## src/hdl/bcf_pkg.sv

```systemverilog
// Package for the biquad cascade filter: field widths, fixed-point formats
// and the two coefficient sets in Q3.28.
// No dependencies; every other file of the block imports it.
package bcf_pkg;

	localparam int CHAN_W    = 2;
	localparam int SAMPLE_W  = 24;
	localparam int COEF_W    = 32;
	localparam int COEF_FRAC = 28;
	localparam int WORD_W    = 48;
	localparam int WORD_FRAC = 16;
	localparam int ACC_W     = 52;
	localparam int HALF_W    = 24;
	localparam int PROD_W    = COEF_W + HALF_W + 1;
	localparam int TSH_W     = PROD_W - HALF_W;
	localparam int RND_W     = PROD_W - (COEF_FRAC - HALF_W);
	localparam int KINDS     = 2;
	localparam int MAX_SECT  = 2;
	localparam int NCOEF     = 5;

	typedef logic signed [COEF_W-1:0] coef_t;

	// Coefficient order inside one section.
	typedef enum logic [2:0] {
		C_B0 = 3'd0,
		C_B1 = 3'd1,
		C_B2 = 3'd2,
		C_A1 = 3'd3,
		C_A2 = 3'd4
	} coef_sel_t;

	// Decimal constant given in units of 1e-10, rounded to Q3.28 (halves away from zero).
	function automatic coef_t q28(input longint unsigned d);
		q28 = coef_t'((d * 64'd268435456 + 64'd5000000000) / 64'd10000000000);
	endfunction

	// Indexed by filter kind, section and coefficient (b0, b1, b2, a1, a2).
	localparam coef_t COEF [KINDS][MAX_SECT][NCOEF] = '{
		'{
			'{ q28(64'd9794827610), -q28(64'd6053536377), q28(64'd9794827610),
			  -q28(64'd6053536377), q28(64'd9589655220) },
			'{ q28(64'd9794827610), -q28(64'd6053536377), q28(64'd9794827610),
			  -q28(64'd6053536377), q28(64'd9589655220) }
		},
		'{
			'{ q28(64'd9363784800), -q28(64'd18727569600), q28(64'd9363784800),
			  -q28(64'd19597916900), q28(64'd9622701200) },
			'{ q28(64'd10000000000), -q28(64'd20000000000), q28(64'd10000000000),
			  -q28(64'd19088649800), q28(64'd9112790100) }
		}
	};

endpackage

```

## src/hdl/bcf_ifs.sv

```systemverilog
// Valid/ready channel interfaces of the biquad cascade filter: the sample
// request channel and the filtered result channel.
// Depends on bcf_pkg for the field widths.
interface bcf_in_if;
	import bcf_pkg::*;

	logic                       valid;
	logic                       ready;
	logic [CHAN_W-1:0]          channel;
	logic signed [SAMPLE_W-1:0] sample;

	modport source (output valid, output channel, output sample, input ready);
	modport sink (input valid, input channel, input sample, output ready);
endinterface

interface bcf_out_if;
	import bcf_pkg::*;

	logic                       valid;
	logic                       ready;
	logic [CHAN_W-1:0]          channel_out;
	logic signed [SAMPLE_W-1:0] filtered;
	logic                       saturated;

	modport source (output valid, output channel_out, output filtered, output saturated,
		input ready);
	modport sink (input valid, input channel_out, input filtered, input saturated,
		output ready);
endinterface

```

## src/hdl/biquad_cascade_filter_unit.sv

```systemverilog
// Multi-channel two-section direct-form-II biquad cascade on one shared multiplier.
// Depends on bcf_pkg and on the interfaces in bcf_ifs.sv.
//
// Usage: a request on in_ch carries a 24-bit sample and its channel. It runs
// through SECTIONS biquad sections that keep two 48-bit delay words per
// channel and section. The result (channel echo, rounded and saturated sample,
// saturation flag) appears on out_ch. cfg_wen/cfg_wdata select the coefficient
// set: 0 notch, 1 band high-pass; write it only while the block is idle.
// Timing: in_ch.ready is high only while the sequencer is idle. After a
// request is taken, the sequencer runs each section (a delay-word read, then
// the multiply steps) and writes the result to the output register; only
// then does it return to idle and take the next request, so it cannot take a
// new sample before it is through with the last one. The pace is set by the
// single 32x25 multiplier: each section needs five coefficient products, each
// done as two half-word multiplies, followed by rounding, accumulation and
// saturation.
// Reset clears all delay words, selects the notch and empties the output
// register. A stalled receiver holds the result in the output register;
// one further request is processed meanwhile and waits in the final step
// until the output register frees up.
module biquad_cascade_filter_unit #(
	parameter int CHANNELS = 4,
	parameter int SECTIONS = 2
) (
	input  logic clk,
	input  logic arst_n,
	input  logic cfg_wen,
	input  logic cfg_wdata,
	bcf_in_if.sink    in_ch,
	bcf_out_if.source out_ch
);
	import bcf_pkg::*;

	localparam int CH_IDX_W = (CHANNELS > 1) ? $clog2(CHANNELS) : 1;
	localparam int DEPTH    = CHANNELS * SECTIONS;
	localparam int IDX_W    = (DEPTH > 1) ? $clog2(DEPTH) : 1;
	localparam int STEP_W   = 4;
	localparam int Y_W      = ACC_W - WORD_FRAC;
	localparam int MOD_W    = 5;

	localparam logic [STEP_W-1:0] STEP_W_CLIP     = 4'd6;
	localparam logic [STEP_W-1:0] STEP_FIRST_ACC  = 4'd3;
	localparam logic [STEP_W-1:0] STEP_LAST_SUB   = 4'd5;
	localparam logic [STEP_W-1:0] STEP_LAST_ACC   = 4'd11;
	localparam logic [STEP_W-1:0] STEP_DONE       = 4'd12;

	localparam logic signed [PROD_W-1:0] PROD_HALF = PROD_W'(1) <<< (COEF_FRAC - 1);
	localparam logic signed [ACC_W-1:0]  OUT_HALF  = ACC_W'(1) <<< (WORD_FRAC - 1);
	localparam logic signed [WORD_W-1:0] WORD_MAX  = {1'b0, {(WORD_W-1){1'b1}}};
	localparam logic signed [WORD_W-1:0] WORD_MIN  = {1'b1, {(WORD_W-1){1'b0}}};
	localparam logic signed [SAMPLE_W-1:0] OUT_MAX = {1'b0, {(SAMPLE_W-1){1'b1}}};
	localparam logic signed [SAMPLE_W-1:0] OUT_MIN = {1'b1, {(SAMPLE_W-1){1'b0}}};

	typedef enum logic [3:0] {
		S_IDLE  = 4'b0001,
		S_LOAD  = 4'b0010,
		S_RUN   = 4'b0100,
		S_FINAL = 4'b1000
	} state_t;

	state_t                     state_q;
	logic                       kind_q;
	logic [CHAN_W-1:0]          chan_q;
	logic [CH_IDX_W-1:0]        slot_q;
	logic                       sec_q;
	logic [STEP_W-1:0]          step_q;
	logic                       sat_q;
	logic signed [ACC_W-1:0]    acc_q;
	logic signed [WORD_W-1:0]   w1_q;
	logic signed [WORD_W-1:0]   w2_q;
	logic signed [WORD_W-1:0]   w_q;
	logic signed [WORD_W-1:0]   d1_q [DEPTH];
	logic signed [WORD_W-1:0]   d2_q [DEPTH];
	logic signed [PROD_W-1:0]   prod_s1;
	logic signed [TSH_W-1:0]    t_q;
	logic signed [RND_W-1:0]    r_s2;

	logic                       out_valid_q;
	logic [CHAN_W-1:0]          out_chan_q;
	logic signed [SAMPLE_W-1:0] out_filt_q;
	logic                       out_sat_q;

	logic                       in_fire;
	logic [MOD_W-1:0]           chan_mod;
	logic [IDX_W-1:0]           idx;
	coef_sel_t                  coef_sel;
	logic signed [WORD_W-1:0]   word_op;
	coef_t                      coef_op;
	logic signed [HALF_W:0]     half_op;
	logic signed [PROD_W-1:0]   prod_c;
	logic                       acc_ovf;
	logic signed [WORD_W-1:0]   acc_clip;
	logic signed [Y_W-1:0]      y_full;
	logic                       y_ovf;
	logic signed [SAMPLE_W-1:0] y_clip;
	logic                       acc_step;
	logic                       last_sec;
	logic                       out_free;

	assign in_ch.ready        = (state_q == S_IDLE);
	assign in_fire            = in_ch.valid && in_ch.ready;
	assign out_ch.valid       = out_valid_q;
	assign out_ch.channel_out = out_chan_q;
	assign out_ch.filtered    = out_filt_q;
	assign out_ch.saturated   = out_sat_q;
	assign out_free           = !out_valid_q || out_ch.ready;
	assign last_sec           = (sec_q == 1'(SECTIONS - 1));

	// Channel folded into the configured channel count; the input is below four,
	// so at most three subtractions are needed.
	always_comb begin
		chan_mod = MOD_W'(in_ch.channel);
		for (int i = 0; i < 3; i++) begin
			if (chan_mod >= MOD_W'(CHANNELS)) begin
				chan_mod = chan_mod - MOD_W'(CHANNELS);
			end
		end
	end

	always_comb begin
		if (SECTIONS == 2) begin
			idx = IDX_W'({slot_q, sec_q});
		end else begin
			idx = IDX_W'(slot_q);
		end
	end

	// Operand schedule: a1*w1, a2*w2, b1*w1, b2*w2, b0*w, two steps each
	// (low half of the word first, then the high half).
	always_comb begin
		unique case (step_q[STEP_W-1:1])
			3'd0: begin
				coef_sel = C_A1;
				word_op  = w1_q;
			end
			3'd1: begin
				coef_sel = C_A2;
				word_op  = w2_q;
			end
			3'd2: begin
				coef_sel = C_B1;
				word_op  = w1_q;
			end
			3'd3: begin
				coef_sel = C_B2;
				word_op  = w2_q;
			end
			default: begin
				coef_sel = C_B0;
				word_op  = w_q;
			end
		endcase
	end

	assign coef_op = COEF[kind_q][sec_q][coef_sel];
	assign half_op = step_q[0] ? {word_op[WORD_W-1], word_op[WORD_W-1:HALF_W]}
	                           : {1'b0, word_op[HALF_W-1:0]};
	assign prod_c  = coef_op * half_op;

	assign acc_ovf  = (acc_q[ACC_W-1:WORD_W-1] != {(ACC_W-WORD_W+1){acc_q[WORD_W-1]}});
	assign acc_clip = acc_ovf ? (acc_q[ACC_W-1] ? WORD_MIN : WORD_MAX) : acc_q[WORD_W-1:0];
	assign acc_step = step_q[0] && (step_q >= STEP_FIRST_ACC) && (step_q <= STEP_LAST_ACC);

	assign y_full = Y_W'((acc_q + OUT_HALF) >>> WORD_FRAC);
	assign y_ovf  = (y_full[Y_W-1:SAMPLE_W-1] != {(Y_W-SAMPLE_W+1){y_full[SAMPLE_W-1]}});
	assign y_clip = y_ovf ? (y_full[Y_W-1] ? OUT_MIN : OUT_MAX) : y_full[SAMPLE_W-1:0];

	always_ff @(posedge clk or negedge arst_n) begin
		if (!arst_n) begin
			kind_q <= 1'b0;
		end else if (cfg_wen) begin
			kind_q <= cfg_wdata;
		end
	end

	always_ff @(posedge clk or negedge arst_n) begin
		if (!arst_n) begin
			state_q <= S_IDLE;
			sec_q   <= 1'b0;
			step_q  <= '0;
		end else begin
			unique case (state_q)
				S_IDLE: begin
					if (in_fire) begin
						sec_q   <= 1'b0;
						state_q <= S_LOAD;
					end
				end
				S_LOAD: begin
					step_q  <= '0;
					state_q <= S_RUN;
				end
				S_RUN: begin
					step_q <= step_q + 1'b1;
					if (step_q == STEP_DONE) begin
						if (last_sec) begin
							state_q <= S_FINAL;
						end else begin
							sec_q   <= 1'b1;
							state_q <= S_LOAD;
						end
					end
				end
				S_FINAL: begin
					if (out_free) begin
						state_q <= S_IDLE;
					end
				end
				default: begin
					state_q <= S_IDLE;
				end
			endcase
		end
	end

	always_ff @(posedge clk or negedge arst_n) begin
		if (!arst_n) begin
			for (int i = 0; i < DEPTH; i++) begin
				d1_q[i] <= '0;
				d2_q[i] <= '0;
			end
		end else if (state_q == S_RUN && step_q == STEP_DONE) begin
			d1_q[idx] <= w_q;
			d2_q[idx] <= w1_q;
		end
	end

	// Multiplier datapath: product, the low-half product rounded and shifted down
	// to the high half's weight, then the rounded product that the accumulator takes.
	always_ff @(posedge clk) begin
		prod_s1 <= prod_c;
		r_s2    <= RND_W'((prod_s1 + PROD_W'(t_q)) >>> (COEF_FRAC - HALF_W));
		if (step_q[0]) begin
			t_q <= TSH_W'((prod_s1 + PROD_HALF) >>> HALF_W);
		end
	end

	always_ff @(posedge clk) begin
		if (in_fire) begin
			chan_q <= in_ch.channel;
			slot_q <= CH_IDX_W'(chan_mod);
			acc_q  <= ACC_W'(in_ch.sample) <<< WORD_FRAC;
			sat_q  <= 1'b0;
		end else if (state_q == S_LOAD) begin
			w1_q <= d1_q[idx];
			w2_q <= d2_q[idx];
		end else if (state_q == S_RUN) begin
			if (acc_step) begin
				if (step_q <= STEP_LAST_SUB) begin
					acc_q <= acc_q - ACC_W'(r_s2);
				end else begin
					acc_q <= acc_q + ACC_W'(r_s2);
				end
			end else if (step_q == STEP_W_CLIP) begin
				w_q   <= acc_clip;
				acc_q <= '0;
				sat_q <= sat_q | acc_ovf;
			end else if (step_q == STEP_DONE) begin
				acc_q <= ACC_W'(acc_clip);
				sat_q <= sat_q | acc_ovf;
			end
		end
	end

	always_ff @(posedge clk or negedge arst_n) begin
		if (!arst_n) begin
			out_valid_q <= 1'b0;
		end else if (state_q == S_FINAL && out_free) begin
			out_valid_q <= 1'b1;
		end else if (out_ch.ready) begin
			out_valid_q <= 1'b0;
		end
	end

	always_ff @(posedge clk) begin
		if (state_q == S_FINAL && out_free) begin
			out_chan_q <= chan_q;
			out_filt_q <= y_clip;
			out_sat_q  <= sat_q | y_ovf;
		end
	end

endmodule
```

## src/flat_wrapper.sv

```systemverilog
// flat-port wrapper written by rule: the top's interface ports become plain ports
module biquad_cascade_filter_unit_flat import bcf_pkg::*;
#(
	parameter int CHANNELS = 4,
	parameter int SECTIONS = 2
)
  (clk, arst_n, cfg_wen, cfg_wdata, in_ch_valid, in_ch_channel, in_ch_sample, in_ch_ready, out_ch_valid, out_ch_channel_out, out_ch_filtered, out_ch_saturated, out_ch_ready);
  bcf_in_if in_ch_i ();
  bcf_out_if out_ch_i ();
  input  logic clk;
  input  logic arst_n;
  input  logic cfg_wen;
  input  logic cfg_wdata;
  input wire logic [$bits(in_ch_i.valid)-1:0] in_ch_valid;
  input wire logic [$bits(in_ch_i.channel)-1:0] in_ch_channel;
  input wire logic [$bits(in_ch_i.sample)-1:0] in_ch_sample;
  output wire logic [$bits(in_ch_i.ready)-1:0] in_ch_ready;
  output wire logic [$bits(out_ch_i.valid)-1:0] out_ch_valid;
  output wire logic [$bits(out_ch_i.channel_out)-1:0] out_ch_channel_out;
  output wire logic [$bits(out_ch_i.filtered)-1:0] out_ch_filtered;
  output wire logic [$bits(out_ch_i.saturated)-1:0] out_ch_saturated;
  input wire logic [$bits(out_ch_i.ready)-1:0] out_ch_ready;
  assign in_ch_i.valid = in_ch_valid;
  assign in_ch_i.channel = in_ch_channel;
  assign in_ch_i.sample = in_ch_sample;
  assign in_ch_ready = in_ch_i.ready;
  assign out_ch_valid = out_ch_i.valid;
  assign out_ch_channel_out = out_ch_i.channel_out;
  assign out_ch_filtered = out_ch_i.filtered;
  assign out_ch_saturated = out_ch_i.saturated;
  assign out_ch_i.ready = out_ch_ready;
  biquad_cascade_filter_unit #(.CHANNELS(CHANNELS), .SECTIONS(SECTIONS)) u_core (.clk(clk), .arst_n(arst_n), .cfg_wen(cfg_wen), .cfg_wdata(cfg_wdata), .in_ch(in_ch_i), .out_ch(out_ch_i));
endmodule
```

## config.mk

```make
export PLATFORM = sky130hd
export DESIGN_NAME = biquad_cascade_filter_unit_flat
export DESIGN_NICKNAME = d
export VERILOG_FILES = /design/src/hdl/bcf_pkg.sv /design/src/hdl/bcf_ifs.sv /design/src/hdl/biquad_cascade_filter_unit.sv /design/src/flat_wrapper.sv
export SDC_FILE = /design/constraint.sdc
export NUM_CORES = 2
export LEC_CHECK = 0
export BUFFER_PORTS_ARGS = -buffer_cell sky130_fd_sc_hd__buf_2
export CAP_MARGIN = 20
export CORE_ASPECT_RATIO = 0.75
export CORE_UTILIZATION = 45
export DETAILED_ROUTE_END_ITERATION = 10
export PLACE_DENSITY_LB_ADDON = 0.08
export SETUP_SLACK_MARGIN = 0.3
export SLEW_MARGIN = 20
export SYNTH_ARGS = -nofsm -noshare
export SYNTH_HDL_FRONTEND = slang
export SYNTH_SLANG_ARGS = --single-unit
```

## constraint.sdc

```tcl
create_clock -name clk -period 21.2 [get_ports clk]
set_input_delay 6.36 -clock clk [delete_from_list [all_inputs] [get_ports clk]]
set_output_delay 6.36 -clock clk [all_outputs]
set_load 0.05 [all_outputs]
```

==> flow_metrics.py <==
metrics = {
    "floorplanning": {
        "io_pins": 61,
        "initial_core_util_pct": 45.4,
        "dieWidth_um": 489,
        "rows": 133,
        "die_h_um": 367,
        "dieArea_um2": 179000,
        "core_um2": 176000,
    },
    "detailed_routing": {
        "detail-route-antenna-nets": 0,
        "drtIter0Drc": 4973,
        "drc": 0,
        "routed_wl_um": 256000,
        "drt-pass1-iter-count": 6,
        "routedWlPerCell_um": 26.7,
        "num_vias": 56300,
        "via_per_inst": 5.86,
    },
    "place": {
        "port_buffers": 60,
        "gp_congestion": 0.923,
        "dp_hpwl_um": 178000,
    },
    "yosys": {
        "syn-num-nets": 8328,
        "synthFlopType": "dfrtp_1",
        "synth_top_area_share_pct": 24.4,
        "ys.warnings.count": 0,
        "synth-seq-cells": 1147,
        "syn_inst": 7244,
        "ys_seq_area_share_pct": 36.6,
        "avgSynthCellArea_um2": 11.0,
        "yosys.area.top_type": "dfrtp_1",
        "ys_async_sr_fraction_pct": 67.9,
        "synthTopCellsByArea": "dfrtp_1, fa_1, mux2_2",
        "synth_edf_count": 242,
        "ys_types": 109,
        "syn_area_um2": 79900,
    },
    "worst_setup_path": {
        "cp.buffers_inverters": 7,
        "crit_type": "reg -> reg",
        "crit_family": "adder cells",
        "cp.required_ps": 21830,
        "crit_path_top_delay_cell": "dfrtp_2",
        "crit_top_cell": "fa_1",
        "critPathLaunchType": "register",
        "crit_fanout": 39,
        "endpoint_kind": "register",
        "cp_slowest_stage_delay_ps": 880,
        "crit_arrival_ps": 11590,
    },
    "clocking": {
        "h-tree-depth": 3,
        "numCtsBuffers": 112,
        "clkTransAtPathRegs_ps": 60,
        "cts_buffer_depth": 3,
        "cts_setup_buffers": 0,
        "ctsResizeCount": 0,
        "root_buffer": "clkbuf_16",
        "clock_sinks": 1147,
        "hold_buffers": 0,
        "clk-insertion-delay-late_ps": 780,
        "cts_tree": "built",
    },
    "sta": {
        "fin_crit_sh_pct": 51.7,
        "worst_slew_pin_slew_ps": 1200,
        "clock_skew_ps": 97.5,
        "period_minus_slack_ps": 10960,
        "maxSlewHeadroom_pct": 20.3,
        "maxSlewViolCount": 0,
        "hold_viol_final": 0,
        "max_freq_mhz": 91.3,
        "finalSetupTns_ps": 0,
        "setup_violations": 0,
        "rsz0062_at_grt": "no",
    },
    "finish": {
        "fill_cells": 16100,
        "final_layout_size_suffix_gt1_share_pct": 17.8,
        "syn2layout_area_growth_pct": 8.62,
        "nets": 8235,
    },
    "grt": {
        "met3_usage_pct": 6.05,
        "grt_pass1_vias": 57700,
        "grtUsageMet1_pct": 44.4,
        "antenna_found_initial": 6,
        "grtUsageTotal_pct": 29.0,
        "grt_max_degree": 170,
        "grt-busiest-layer": "met1",
        "grt-ovfl-total": 0,
        "grt_pass1_wl_um": 387000,
        "met2_usage_pct": 41.8,
    },
    "hold_path": {
        "holdCritPathClass": "reg -> reg",
    },
    "status": {
        "status": "finished, final reports clean",
    },
    "job": {
        "timing.max_cap.violations": 0,
    },
}
-- sequential cells by signal, indices dropped and copies added, names as in the netlist, 2 cells and up --
signal and cells:
u_core.w1_q 48, u_core.w2_q 48, u_core.prod_s1 57, u_core.chan_q 2, u_core.w_q 48, u_core.d1_q 384
u_core.step_q 4, u_core.out_ch.channel_out 2, u_core.acc_q 52, u_core.t_q 33, u_core.d2_q 384, u_core.out_ch.filtered 24
u_core.r_s2 52, u_core.state_q 4
-- worst register-to-register path, delay by kind of cell (launching register included) --
kind	cells	cell delay (ps)
DFF	1	880
adders and majority gates	8	4140
xor gates and xnor gates	1	160
AOI/OAI and AO/OA	6	2680
and+or+nand+nor	6	1290
buffers and inverters	7	1670
-- cell families (layout without fill, tap and decap cells) --
group	count (synthesis)	in the layout	share of synthesized area [%]
adder cells (fa/ha/maj)	1052	1052	23.9
multiplexers	833	833	11.8
XOR/XNOR	248	248	2.72
flip-flops	1147	1147	36.6
AND/OR/NAND/NOR	1541	1541	8.80
AO/OA/AOI/OAI	1188	1188	10.3
buffers and inverters	1235	1242	5.87
other	0	4	0
-- through the flow --
step	hold slack, ps	utilization, %	std cells	instance area, um2	worst slack (ps)
2_1_floorplan	412	-	7244	79900	9340
3_3_place_gp	489	47.1	9395	82800	9970
3_5_place_dp	496	47.1	9397	82900	10550
4_1_cts	510	49.3	9611	86800	10510
5_1_grt	513	49.3	9614	86800	9940
6_report	506	49.3	9617	86800	10240
-- final timing paths --
path                                         startpoint                           end  slack (ps)  cells after the start
min reg2reg                 u_core.d2_q[76]$_DFFE_PN0P_   u_core.d2_q[76]$_DFFE_PN0P_         510                      1
max reg2reg                u_core.step_q[3]$_DFFE_PN0P_    u_core.prod_s1[56]$_DFF_P_       10240                     28
max                        u_core.step_q[3]$_DFFE_PN0P_    u_core.prod_s1[56]$_DFF_P_       10240                     28
min                         u_core.d2_q[76]$_DFFE_PN0P_   u_core.d2_q[76]$_DFFE_PN0P_         510                      1
min in group asynchronous                        arst_n  u_core.d2_q[330]$_DFFE_PN0P_        5570                      1
max in group asynchronous                        arst_n  u_core.d2_q[298]$_DFFE_PN0P_       12350                      4
-- area by class of cell --
| class | count | area [um2] | area share (%) |
|---|---|---|---|
| Inverter | 842 | 3160 | 3.64 |
| Antenna cell | 4 | 10.0 | 0.0115 |
| Clock inverter | 46 | 519 | 0.598 |
| Sequential cell | 1147 | 29300 | 33.7 |
| Multi-Input combinational cell | 4862 | 46200 | 53.2 |
| Clock buffer | 168 | 3350 | 3.86 |
| Tap cell | 2362 | 2960 | 3.40 |
| Timing Repair Buffer | 186 | 1350 | 1.55 |
-- placed cells by master (no fill, tap or decap), drive strengths merged, types with 168 or more instances in the layout --
cell type and count:
buf 186, nor2 521, edfxtp 242, mux2 787, ha 266, dfrtp 778, clkbuf 168, a21oi 242
a22oi 397, fa 786, nand2 526, inv 845
-- synthesized netlist by cell type, drive strengths merged, types with 63 or more instances --
cell / count
inv: 841
mux2: 787
fa: 786
dfrtp: 778
nand2: 526
nor2: 521
a22oi: 397
clkbuf: 298
ha: 266
a21oi: 242
edfxtp: 242
o21ai: 157
xnor2: 151
nand4: 138
dfxtp: 126
a21o: 111
xor2: 97
buf: 95
nand3: 63
-- layer usage --
layer	up-vias	share of wire [%]
li1	24400	-
met5	-	0.0051
met4	2	2.2
met1	29700	47
met2	1920	43
met3	306	8.2
Power is not shown: default switching activity piles up to over one toggle a cycle in this logic, so the estimate is an artifact.
